==> src/design/pkset_pkg.sv <==
`timescale 1ns / 1ps
// ----------------------------------------------------------------------------
// pkset_pkg
// Shared types and constants for the pressed key set tracker.
// ----------------------------------------------------------------------------
package pkset_pkg;

   localparam int SLOT_COUNT_DEF = 16;
   localparam int CODE_W         = 16;
   localparam int POS_W          = 16;
   localparam int OP_W           = 3;
   localparam int CSR_IDX_W      = 1;

   // operation codes
   localparam logic [OP_W-1:0] OP_PRESS      = 3'd0;
   localparam logic [OP_W-1:0] OP_RELEASE    = 3'd1;
   localparam logic [OP_W-1:0] OP_WHEEL_UP   = 3'd2;
   localparam logic [OP_W-1:0] OP_WHEEL_DOWN = 3'd3;
   localparam logic [OP_W-1:0] OP_OTHER      = 3'd4;
   localparam logic [OP_W-1:0] OP_MOVE       = 3'd5;
   localparam logic [OP_W-1:0] OP_CLEAR      = 3'd6;

   // register indexes
   localparam logic [CSR_IDX_W-1:0] CSR_WHEEL_UP   = 1'd0;
   localparam logic [CSR_IDX_W-1:0] CSR_WHEEL_DOWN = 1'd1;

   // divide by five: floor(a / 5) == (a * 52429) >> 18 for every a below 2**18
   localparam int               DIV5_MAG_W  = 18;
   localparam int               DIV5_SHIFT  = 18;
   localparam logic [15:0]      DIV5_RECIP  = 16'd52429;

   typedef struct packed {
      logic [OP_W-1:0]          operation;
      logic [CODE_W-1:0]        key_code;
      logic signed [POS_W-1:0]  pos_x;
      logic signed [POS_W-1:0]  pos_y;
   } req_payload_type;

   typedef struct packed {
      logic                     any_pressed;
      logic                     table_full;
      logic signed [POS_W-1:0]  smooth_x;
      logic signed [POS_W-1:0]  smooth_y;
   } rsp_payload_type;

endpackage

==> src/design/pkset_smooth.sv <==
`timescale 1ns / 1ps
// ----------------------------------------------------------------------------
// pkset_smooth
// Two-stage pointer smoother: (4*prev + now + 4) / 5, truncating toward zero.
// ----------------------------------------------------------------------------
module pkset_smooth (
   input  logic                              clock,
   input  logic                              reset,
   input  logic                              in_vld,
   input  logic signed [pkset_pkg::POS_W-1:0] prev,
   input  logic signed [pkset_pkg::POS_W-1:0] now,
   output logic                              out_vld,
   output logic signed [pkset_pkg::POS_W-1:0] result
);
   import pkset_pkg::*;

   localparam int NUM_W  = POS_W + 3;
   localparam int PROD_W = DIV5_MAG_W + 16;

   logic signed [NUM_W-1:0]  num;
   logic                     neg;
   logic [NUM_W-1:0]         num_abs;

   logic                     vld1_ff;
   logic                     neg1_ff;
   logic [DIV5_MAG_W-1:0]    mag_ff;
   logic                     vld2_ff;
   logic                     neg2_ff;
   logic [PROD_W-1:0]        prod_ff;
   logic [PROD_W-1:0]        prod_in;
   logic [POS_W-1:0]         quot;

   always_comb begin
      num     = $signed({prev[POS_W-1], prev, 2'b00})
              + $signed({{3{now[POS_W-1]}}, now})
              + NUM_W'(4);
      neg     = num[NUM_W-1];
      num_abs = neg ? NUM_W'(-num) : NUM_W'(num);
      prod_in = {{(PROD_W-DIV5_MAG_W){1'b0}}, mag_ff}
              * {{(PROD_W-16){1'b0}}, DIV5_RECIP};
      quot    = prod_ff[DIV5_SHIFT +: POS_W];
      result  = neg2_ff ? $signed(POS_W'(-quot)) : $signed(quot);
      out_vld = vld2_ff;
   end

   always_ff @(posedge clock) begin
      if (reset) begin
         vld1_ff <= 1'b0;
         vld2_ff <= 1'b0;
      end else begin
         vld1_ff <= in_vld;
         vld2_ff <= vld1_ff;
      end
      neg1_ff <= neg;
      mag_ff  <= num_abs[DIV5_MAG_W-1:0];
      neg2_ff <= neg1_ff;
      prod_ff <= prod_in;
   end

endmodule

==> src/design/pressed_key_set_tracker_unit.sv <==
`timescale 1ns / 1ps
// ----------------------------------------------------------------------------
// pressed_key_set_tracker_unit
// Tracks the set of pressed codes in a slot table and smooths pointer moves.
// ----------------------------------------------------------------------------
//  channel | ports              | beat
//  --------+--------------------+-----------------------------------------
//  request | req_valid/ready    | operation, key code, pointer position
//  result  | rsp_valid/ready    | any pressed, table full, smoothed x/y
//  config  | csr_write_en       | wheel up / wheel down code, no wait
//
//  A beat runs from accept through a scan of the slot table, which has one
//  read port and is scanned one slot a cycle; a move then runs x and y
//  through the shared two-stage smoother. A result waiting in the output
//  register holds only the final step; the next request is taken meanwhile.
//  Synchronous reset empties the table at once through the occupancy bits.
// ----------------------------------------------------------------------------
module pressed_key_set_tracker_unit #(
   parameter int SLOT_COUNT = pkset_pkg::SLOT_COUNT_DEF
) (
   input  logic                                 clock,
   input  logic                                 reset,
   input  logic                                 req_valid,
   output logic                                 req_ready,
   input  pkset_pkg::req_payload_type           req_payload,
   output logic                                 rsp_valid,
   input  logic                                 rsp_ready,
   output pkset_pkg::rsp_payload_type           rsp_payload,
   input  logic                                 csr_write_en,
   input  logic [pkset_pkg::CSR_IDX_W-1:0]      csr_index,
   input  logic [pkset_pkg::CODE_W-1:0]         csr_wdata
);
   import pkset_pkg::*;

   localparam int IDX_W = $clog2(SLOT_COUNT);
   localparam int CNT_W = $clog2(SLOT_COUNT + 1);

   localparam logic [2:0] S_IDLE = 3'd0;
   localparam logic [2:0] S_SCAN = 3'd1;
   localparam logic [2:0] S_PUT  = 3'd2;
   localparam logic [2:0] S_SMX  = 3'd3;
   localparam logic [2:0] S_SMY  = 3'd4;
   localparam logic [2:0] S_SMW  = 3'd5;
   localparam logic [2:0] S_DONE = 3'd6;

   logic [2:0]              state_ff, state_in;
   logic [OP_W-1:0]         op_ff, op_in;
   logic [CODE_W-1:0]       code_ff, code_in;
   logic signed [POS_W-1:0] pos_x_ff, pos_x_in;
   logic signed [POS_W-1:0] pos_y_ff, pos_y_in;
   logic [CODE_W-1:0]       wup_ff, wup_in;
   logic [CODE_W-1:0]       wdn_ff, wdn_in;
   logic [SLOT_COUNT-1:0]   occ_ff, occ_in;
   logic [CNT_W-1:0]        issue_ff, issue_in;
   logic                    cmp_vld_ff, cmp_vld_in;
   logic [IDX_W-1:0]        cmp_idx_ff, cmp_idx_in;
   logic                    dup_ff, dup_in;
   logic                    ddn_ff, ddn_in;
   logic                    drel_ff, drel_in;
   logic                    found_ff, found_in;
   logic                    free_ok_ff, free_ok_in;
   logic [IDX_W-1:0]        free_idx_ff, free_idx_in;
   logic                    full_ff, full_in;
   logic signed [POS_W-1:0] cursor_x_ff, cursor_x_in;
   logic signed [POS_W-1:0] cursor_y_ff, cursor_y_in;
   logic signed [POS_W-1:0] filt_x_ff, filt_x_in;
   logic signed [POS_W-1:0] filt_y_ff, filt_y_in;
   logic                    ysel_ff, ysel_in;
   logic                    rsp_valid_ff, rsp_valid_in;
   rsp_payload_type         rsp_payload_ff, rsp_payload_in;

   logic [CODE_W-1:0]       mem [SLOT_COUNT];
   logic [CODE_W-1:0]       rd_data_ff;
   logic                    mem_re;
   logic                    mem_we;

   logic                    is_put;
   logic                    is_rel;
   logic [CODE_W-1:0]       put_code;
   logic [CODE_W-1:0]       v0, v1, v2, v3;
   logic                    hit_up, hit_dn, hit_rel;

   logic                    sm_in_vld;
   logic signed [POS_W-1:0] sm_prev, sm_now;
   logic                    sm_out_vld;
   logic signed [POS_W-1:0] sm_result;

   pkset_smooth u_smooth (
      .clock   (clock),
      .reset   (reset),
      .in_vld  (sm_in_vld),
      .prev    (sm_prev),
      .now     (sm_now),
      .out_vld (sm_out_vld),
      .result  (sm_result)
   );

   assign req_ready   = (state_ff == S_IDLE);
   assign rsp_valid   = rsp_valid_ff;
   assign rsp_payload = rsp_payload_ff;

   assign is_put = (op_ff == OP_PRESS) || (op_ff == OP_WHEEL_UP) || (op_ff == OP_WHEEL_DOWN);
   assign is_rel = (op_ff == OP_RELEASE);

   always_comb begin
      unique case (op_ff)
         OP_WHEEL_UP:   put_code = wup_ff;
         OP_WHEEL_DOWN: put_code = wdn_ff;
         default:       put_code = code_ff;
      endcase
   end

   // wheel codes drop first, then the release; each takes only its first match
   always_comb begin
      v0      = occ_ff[cmp_idx_ff] ? rd_data_ff : '0;
      hit_up  = !dup_ff && (v0 == wup_ff);
      v1      = hit_up ? '0 : v0;
      hit_dn  = !ddn_ff && (v1 == wdn_ff);
      v2      = hit_dn ? '0 : v1;
      hit_rel = is_rel && !drel_ff && (v2 == code_ff);
      v3      = hit_rel ? '0 : v2;
   end

   assign mem_re = (state_ff == S_SCAN) && (issue_ff < CNT_W'(SLOT_COUNT));
   assign mem_we = (state_ff == S_PUT) && is_put && !found_ff && free_ok_ff;

   always_ff @(posedge clock) begin
      if (mem_we) begin
         mem[free_idx_ff] <= put_code;
      end
      if (mem_re) begin
         rd_data_ff <= mem[issue_ff[IDX_W-1:0]];
      end
   end

   always_comb begin
      state_in       = state_ff;
      op_in          = op_ff;
      code_in        = code_ff;
      pos_x_in       = pos_x_ff;
      pos_y_in       = pos_y_ff;
      wup_in         = wup_ff;
      wdn_in         = wdn_ff;
      occ_in         = occ_ff;
      issue_in       = issue_ff;
      cmp_vld_in     = 1'b0;
      cmp_idx_in     = cmp_idx_ff;
      dup_in         = dup_ff;
      ddn_in         = ddn_ff;
      drel_in        = drel_ff;
      found_in       = found_ff;
      free_ok_in     = free_ok_ff;
      free_idx_in    = free_idx_ff;
      full_in        = full_ff;
      cursor_x_in    = cursor_x_ff;
      cursor_y_in    = cursor_y_ff;
      filt_x_in      = filt_x_ff;
      filt_y_in      = filt_y_ff;
      ysel_in        = ysel_ff;
      rsp_valid_in   = rsp_valid_ff;
      rsp_payload_in = rsp_payload_ff;
      sm_in_vld      = 1'b0;
      sm_prev        = cursor_x_ff;
      sm_now         = pos_x_ff;

      if (rsp_valid_ff && rsp_ready) begin
         rsp_valid_in = 1'b0;
      end

      if (csr_write_en) begin
         unique case (csr_index)
            CSR_WHEEL_UP:   wup_in = csr_wdata;
            CSR_WHEEL_DOWN: wdn_in = csr_wdata;
         endcase
      end

      // compare stage works on the read issued in the cycle before
      if (cmp_vld_ff) begin
         if (hit_up) dup_in = 1'b1;
         if (hit_dn) ddn_in = 1'b1;
         if (hit_rel) drel_in = 1'b1;
         occ_in[cmp_idx_ff] = (v3 != '0);
         if (is_put) begin
            if (v2 == put_code) found_in = 1'b1;
            if ((v2 == '0) && !free_ok_ff) begin
               free_ok_in  = 1'b1;
               free_idx_in = cmp_idx_ff;
            end
         end
      end

      unique case (state_ff)
         S_IDLE: begin
            if (req_valid) begin
               op_in      = req_payload.operation;
               code_in    = req_payload.key_code;
               pos_x_in   = req_payload.pos_x;
               pos_y_in   = req_payload.pos_y;
               issue_in   = '0;
               dup_in     = 1'b0;
               ddn_in     = 1'b0;
               drel_in    = 1'b0;
               found_in   = 1'b0;
               free_ok_in = 1'b0;
               full_in    = 1'b0;
               state_in   = S_SCAN;
            end
         end
         S_SCAN: begin
            if (mem_re) begin
               cmp_vld_in = 1'b1;
               cmp_idx_in = issue_ff[IDX_W-1:0];
               issue_in   = issue_ff + CNT_W'(1);
            end else begin
               state_in = S_PUT;
            end
         end
         S_PUT: begin
            if (is_put && !found_ff) begin
               if (free_ok_ff) begin
                  occ_in[free_idx_ff] = 1'b1;
               end else begin
                  full_in = 1'b1;
               end
            end
            if (op_ff == OP_CLEAR) begin
               occ_in = '0;
            end
            state_in = (op_ff == OP_MOVE) ? S_SMX : S_DONE;
         end
         S_SMX: begin
            sm_in_vld = 1'b1;
            ysel_in   = 1'b0;
            state_in  = S_SMY;
         end
         S_SMY: begin
            sm_in_vld = 1'b1;
            sm_prev   = cursor_y_ff;
            sm_now    = pos_y_ff;
            state_in  = S_SMW;
         end
         S_SMW: begin
            if (sm_out_vld) begin
               if (!ysel_ff) begin
                  filt_x_in = sm_result;
                  ysel_in   = 1'b1;
               end else begin
                  filt_y_in   = sm_result;
                  cursor_x_in = pos_x_ff;
                  cursor_y_in = pos_y_ff;
                  state_in    = S_DONE;
               end
            end
         end
         S_DONE: begin
            // hold until the output register is free
            if (!rsp_valid_ff || rsp_ready) begin
               rsp_valid_in               = 1'b1;
               rsp_payload_in.any_pressed = |occ_ff;
               rsp_payload_in.table_full  = full_ff;
               rsp_payload_in.smooth_x    = filt_x_ff;
               rsp_payload_in.smooth_y    = filt_y_ff;
               state_in                   = S_IDLE;
            end
         end
         default: begin
            state_in = S_IDLE;
         end
      endcase
   end

   always_ff @(posedge clock) begin
      if (reset) begin
         state_ff     <= S_IDLE;
         wup_ff       <= '0;
         wdn_ff       <= '0;
         occ_ff       <= '0;
         issue_ff     <= '0;
         cmp_vld_ff   <= 1'b0;
         dup_ff       <= 1'b0;
         ddn_ff       <= 1'b0;
         drel_ff      <= 1'b0;
         found_ff     <= 1'b0;
         free_ok_ff   <= 1'b0;
         full_ff      <= 1'b0;
         cursor_x_ff  <= '0;
         cursor_y_ff  <= '0;
         filt_x_ff    <= '0;
         filt_y_ff    <= '0;
         ysel_ff      <= 1'b0;
         rsp_valid_ff <= 1'b0;
      end else begin
         state_ff     <= state_in;
         wup_ff       <= wup_in;
         wdn_ff       <= wdn_in;
         occ_ff       <= occ_in;
         issue_ff     <= issue_in;
         cmp_vld_ff   <= cmp_vld_in;
         dup_ff       <= dup_in;
         ddn_ff       <= ddn_in;
         drel_ff      <= drel_in;
         found_ff     <= found_in;
         free_ok_ff   <= free_ok_in;
         full_ff      <= full_in;
         cursor_x_ff  <= cursor_x_in;
         cursor_y_ff  <= cursor_y_in;
         filt_x_ff    <= filt_x_in;
         filt_y_ff    <= filt_y_in;
         ysel_ff      <= ysel_in;
         rsp_valid_ff <= rsp_valid_in;
      end
      op_ff          <= op_in;
      code_ff        <= code_in;
      pos_x_ff       <= pos_x_in;
      pos_y_ff       <= pos_y_in;
      cmp_idx_ff     <= cmp_idx_in;
      free_idx_ff    <= free_idx_in;
      rsp_payload_ff <= rsp_payload_in;
   end

endmodule

==> config.mk <==
export PLATFORM = sky130hd
export DESIGN_NAME = pressed_key_set_tracker_unit
export DESIGN_NICKNAME = d
export VERILOG_FILES = /design/src/design/pkset_pkg.sv /design/src/design/pkset_smooth.sv /design/src/design/pressed_key_set_tracker_unit.sv
export SDC_FILE = /design/constraint.sdc
export NUM_CORES = 1
export LEC_CHECK = 0
export ABC_AREA = 1
export BUFFER_PORTS_ARGS = -buffer_cell sky130_fd_sc_hd__buf_2
export CAP_MARGIN = 30
export CELL_PAD_IN_SITES_DETAIL_PLACEMENT = 1
export CELL_PAD_IN_SITES_GLOBAL_PLACEMENT = 2
export CORE_MARGIN = 10
export CORE_UTILIZATION = 44
export CTS_CLUSTER_SIZE = 12
export DETAILED_ROUTE_END_ITERATION = 8
export PLACE_DENSITY = 0.9
export RECOVER_POWER = 100
export SETUP_SLACK_MARGIN = 0.5
export SYNTH_ARGS = -nofsm -noshare
export SYNTH_HDL_FRONTEND = slang
export SYNTH_HIERARCHICAL = 1
export SYNTH_SLANG_ARGS = --single-unit
export TNS_END_PERCENT = 50
==> constraint.sdc <==
create_clock -name clock -period 9.45 [get_ports clock]
set_input_delay 1.4175 -clock clock [delete_from_list [all_inputs] [get_ports clock]]
set_output_delay 1.4175 -clock clock [all_outputs]
set_load 0.005 [all_outputs]
==> key figures <==
Clocking
  – Post-CTS Setup Inserts: 0
  – Number of CTS-inserted buffers: 55
  – Clk slew on worst S/H paths: approximately 0.06 ns
  – Clk buf depth: 3
  – CTS Sinks: roughly 530
  – Worst-skew pair later-pin latency: approximately 0.65 ns
  – Hold-fix buffers at CTS: 0
  – Max H-tree Level: 2
  – CTS Root Cell: clkbuf_16
  – Post_cts resized: 0
  – CTS tree: built

Worst setup path
  – Data required, critical path: 9.92 ns
  – Kind of critical path: flip-flop to flip-flop
  – Worst Path Arrival: between 7 and 8 ns
  – Worst path most repeated cell: nand2_1
  – Critical path fanouts, max: 32
  – Crit start category: flip-flop
  – Crit path largest cell delay: about 0.94 ns
  – CP Capture Type: flip-flop
  – Slowest stage cell, crit path: nand3_1

Die
  – Die X: ~280 um
  – Starting Density: ~45%
  – Row cnt: 93
  – DIE HEIGHT: 276 um
  – Core box area: approximately 65000 sq um
  – Io pins: between 100 and 150
  – Total die area: 76400 sq um

Yosys
  – Synth Area in XOR/XNOR: 1.75%
  – Synth Net Count: roughly 3.4k
  – Synthesized area: 28900 sq um
  – Top cell type by total area after synthesis: edfxtp_1
  – Sequential area share after synthesis: between 40% and 50%
  – Top_reg_cell synth: edfxtp_1
  – Compound-gate portion of the synthesized area: a little under a tenth
  – Adder and majority cell fraction of the synthesized area: between 10 and 15%
  – Mux share of post-synthesis cell area: under 10%
  – Simple-gate area share of the yosys netlist: between 15 and 20%
  – Share of flip-flops with an asynchronous set or reset: 0%
  – Syn Area/Cell: 9.59 sq um
  – Largest family of logic cells by synthesized area: simple AND/OR/NAND/NOR gates
  – Synth top area cells: edfxtp_1, dfxtp_1, ha_1
  – Library cells used by synthesis: 52
  – Warnings from Yosys: 6
  – Synth top area share: 37.9%
  – Cell count after synthesis: a little over 3k
  – FF+latch count, synth: roughly 530
  – Post-synth EDFFs: roughly 370

Placed design
  – PortBufs: about 110
  – Routability cong.: between 0.9 and 1
  – Detail Placement HPWL: between 60 and 70 mm

STA
  – Hold Slack: 0.334 ns
  – Fmax: ~0.14 GHz
  – Final period util: about three quarters
  – Crit path time final: ~7 ns
  – Final Hold Fails: 0
  – Rel. slew slack: -128%
  – Clock skew: roughly 0.063 ns
  – Worst slew pin tran: ~3.4 ns
  – RSZ-0062 raised after global routing: no
  – Setup_tns: 0 ns
  – Final Max Tran Viols: 454
  – # setup viols final: 0

Cells and area
  – Antenna diodes: 0
  – Synth-to-Final Area Change: 10.7%
  – Largest register by flop count: mem
  – Max reg flops: roughly 260
  – Most common cell after layout, fill and taps aside: nor2_1
  – Fillers: roughly 7.3k
  – Final core utilization: around half
  – Most frequent cells in the layout: nor2_1, inv_1, nand2_1, edfxtp_1, o21ai_0
  – Layout cells sized above 1: 7.49%
  – Layout Nets: 3469

Route
  – Pre-antenna DRT Iters: 5
  – DRC viols: 0
  – Vias: around 22k
  – Via density: ~5.4
  – Total Wirelength: about 88 mm
  – Met2 routed WL: 45.3 mm
  – Top Layer Used: met5
  – WL/cell: ~22 um
  – Wl on met1: 35.5 mm
  – Routed length on met3: 3.78 mm
  – 1st-iter DRT viols: around 1.6k
  – Antenna-violating nets left: 0

GRT
  – Largest net degree at the start of global routing: 83
  – First-pass GRT wire length: ~140 mm
  – Vias in the first global route: approximately 24k
  – GRT Util Overall: 22.5%
  – GRT overflow: 0
  – Initial antenna violation count: 1

Hold path
  – Hold crit path type: flip-flop to flip-flop

Flow run
  – Max_cap viols: 13

Outcome
  – Status: finished, violations left
  – Violations in the final reports: capacitance limit, slew limit
==> cell families after synthesis <==
kind of cell	Yosys count
AOI/OAI and AO/OA	460
xor gates and xnor gates	57
adders and majority gates	267
buffers and inverters	537
DFF	532
muxes	58
and+or+nand+nor	1105
==> routing by layer <==
layer,vias up,track usage (%)
met4,2,9.07
met5,-,0
met3,151,3.53
li1,10300,-
met2,488,40.5
met1,10900,26.3
==> Yosys cell counts (32+ instances only) <==
| cell | count |
|---|---|
| a21oi_1 | 124 |
| clkbuf_1 | 67 |
| o21ai_0 | 213 |
| nand2_1 | 430 |
| edfxtp_1 | 365 |
| nand3_1 | 107 |
| ha_1 | 173 |
| inv_1 | 431 |
| o32ai_1 | 38 |
| xor2_1 | 39 |
| dfxtp_1 | 167 |
| mux2_2 | 32 |
| fa_1 | 94 |
| nor2_1 | 457 |
==> final cells by class <==
cell class                 count  area, sq um  share of cell area (%)
timing repair buffer         152          714                    2.23
tap                          855         1070                    3.34
multi-input combinational   1947        12500                    38.9
sequential                   532        14300                    44.7
clock inverter                11          180                   0.563
inverter                     441         1660                    5.18
clock buffer                  93         1630                    5.09
==> through the flow <==
| stage | cell area, sq um | std cells | setup slack, ns |
|---|---|---|---|
| after floorplan | 28900 | 3016 | 4.69 |
| after global placement | 30500 | 3923 | 3.93 |
| after detailed placement | 30500 | 3925 | 3.65 |
| after CTS | 32300 | 4029 | 3.57 |
| after global routing | 32000 | 4031 | 1.75 |
| final | 32000 | 4031 | 2.52 |
==> final timing paths <==
check	slack [ns]	to	startpoint	depth (start not counted)
max reg2reg	2.52	occ_ff[15]	cmp_idx_ff[0]	32
min reg2reg	0.33	u_smooth/neg2_ff	u_smooth/neg1_ff	0
min	0.33	u_smooth/neg2_ff	u_smooth/neg1_ff	0
max	2.52	occ_ff[15]	cmp_idx_ff[0]	32
==> worst max-delay path: cells and delay by family, from the launching register on <==
kind	cells	cell delay, ns
AND/OR/NAND/NOR	29	5.08
flip-flops	1	0.57
buffers and inverters	2	1.01
AO/OA/AOI/OAI	1	0.08
Power is left out: the tool's default activity adds up to more than one toggle a clock period on the data nets, which glitch-free logic cannot reach.
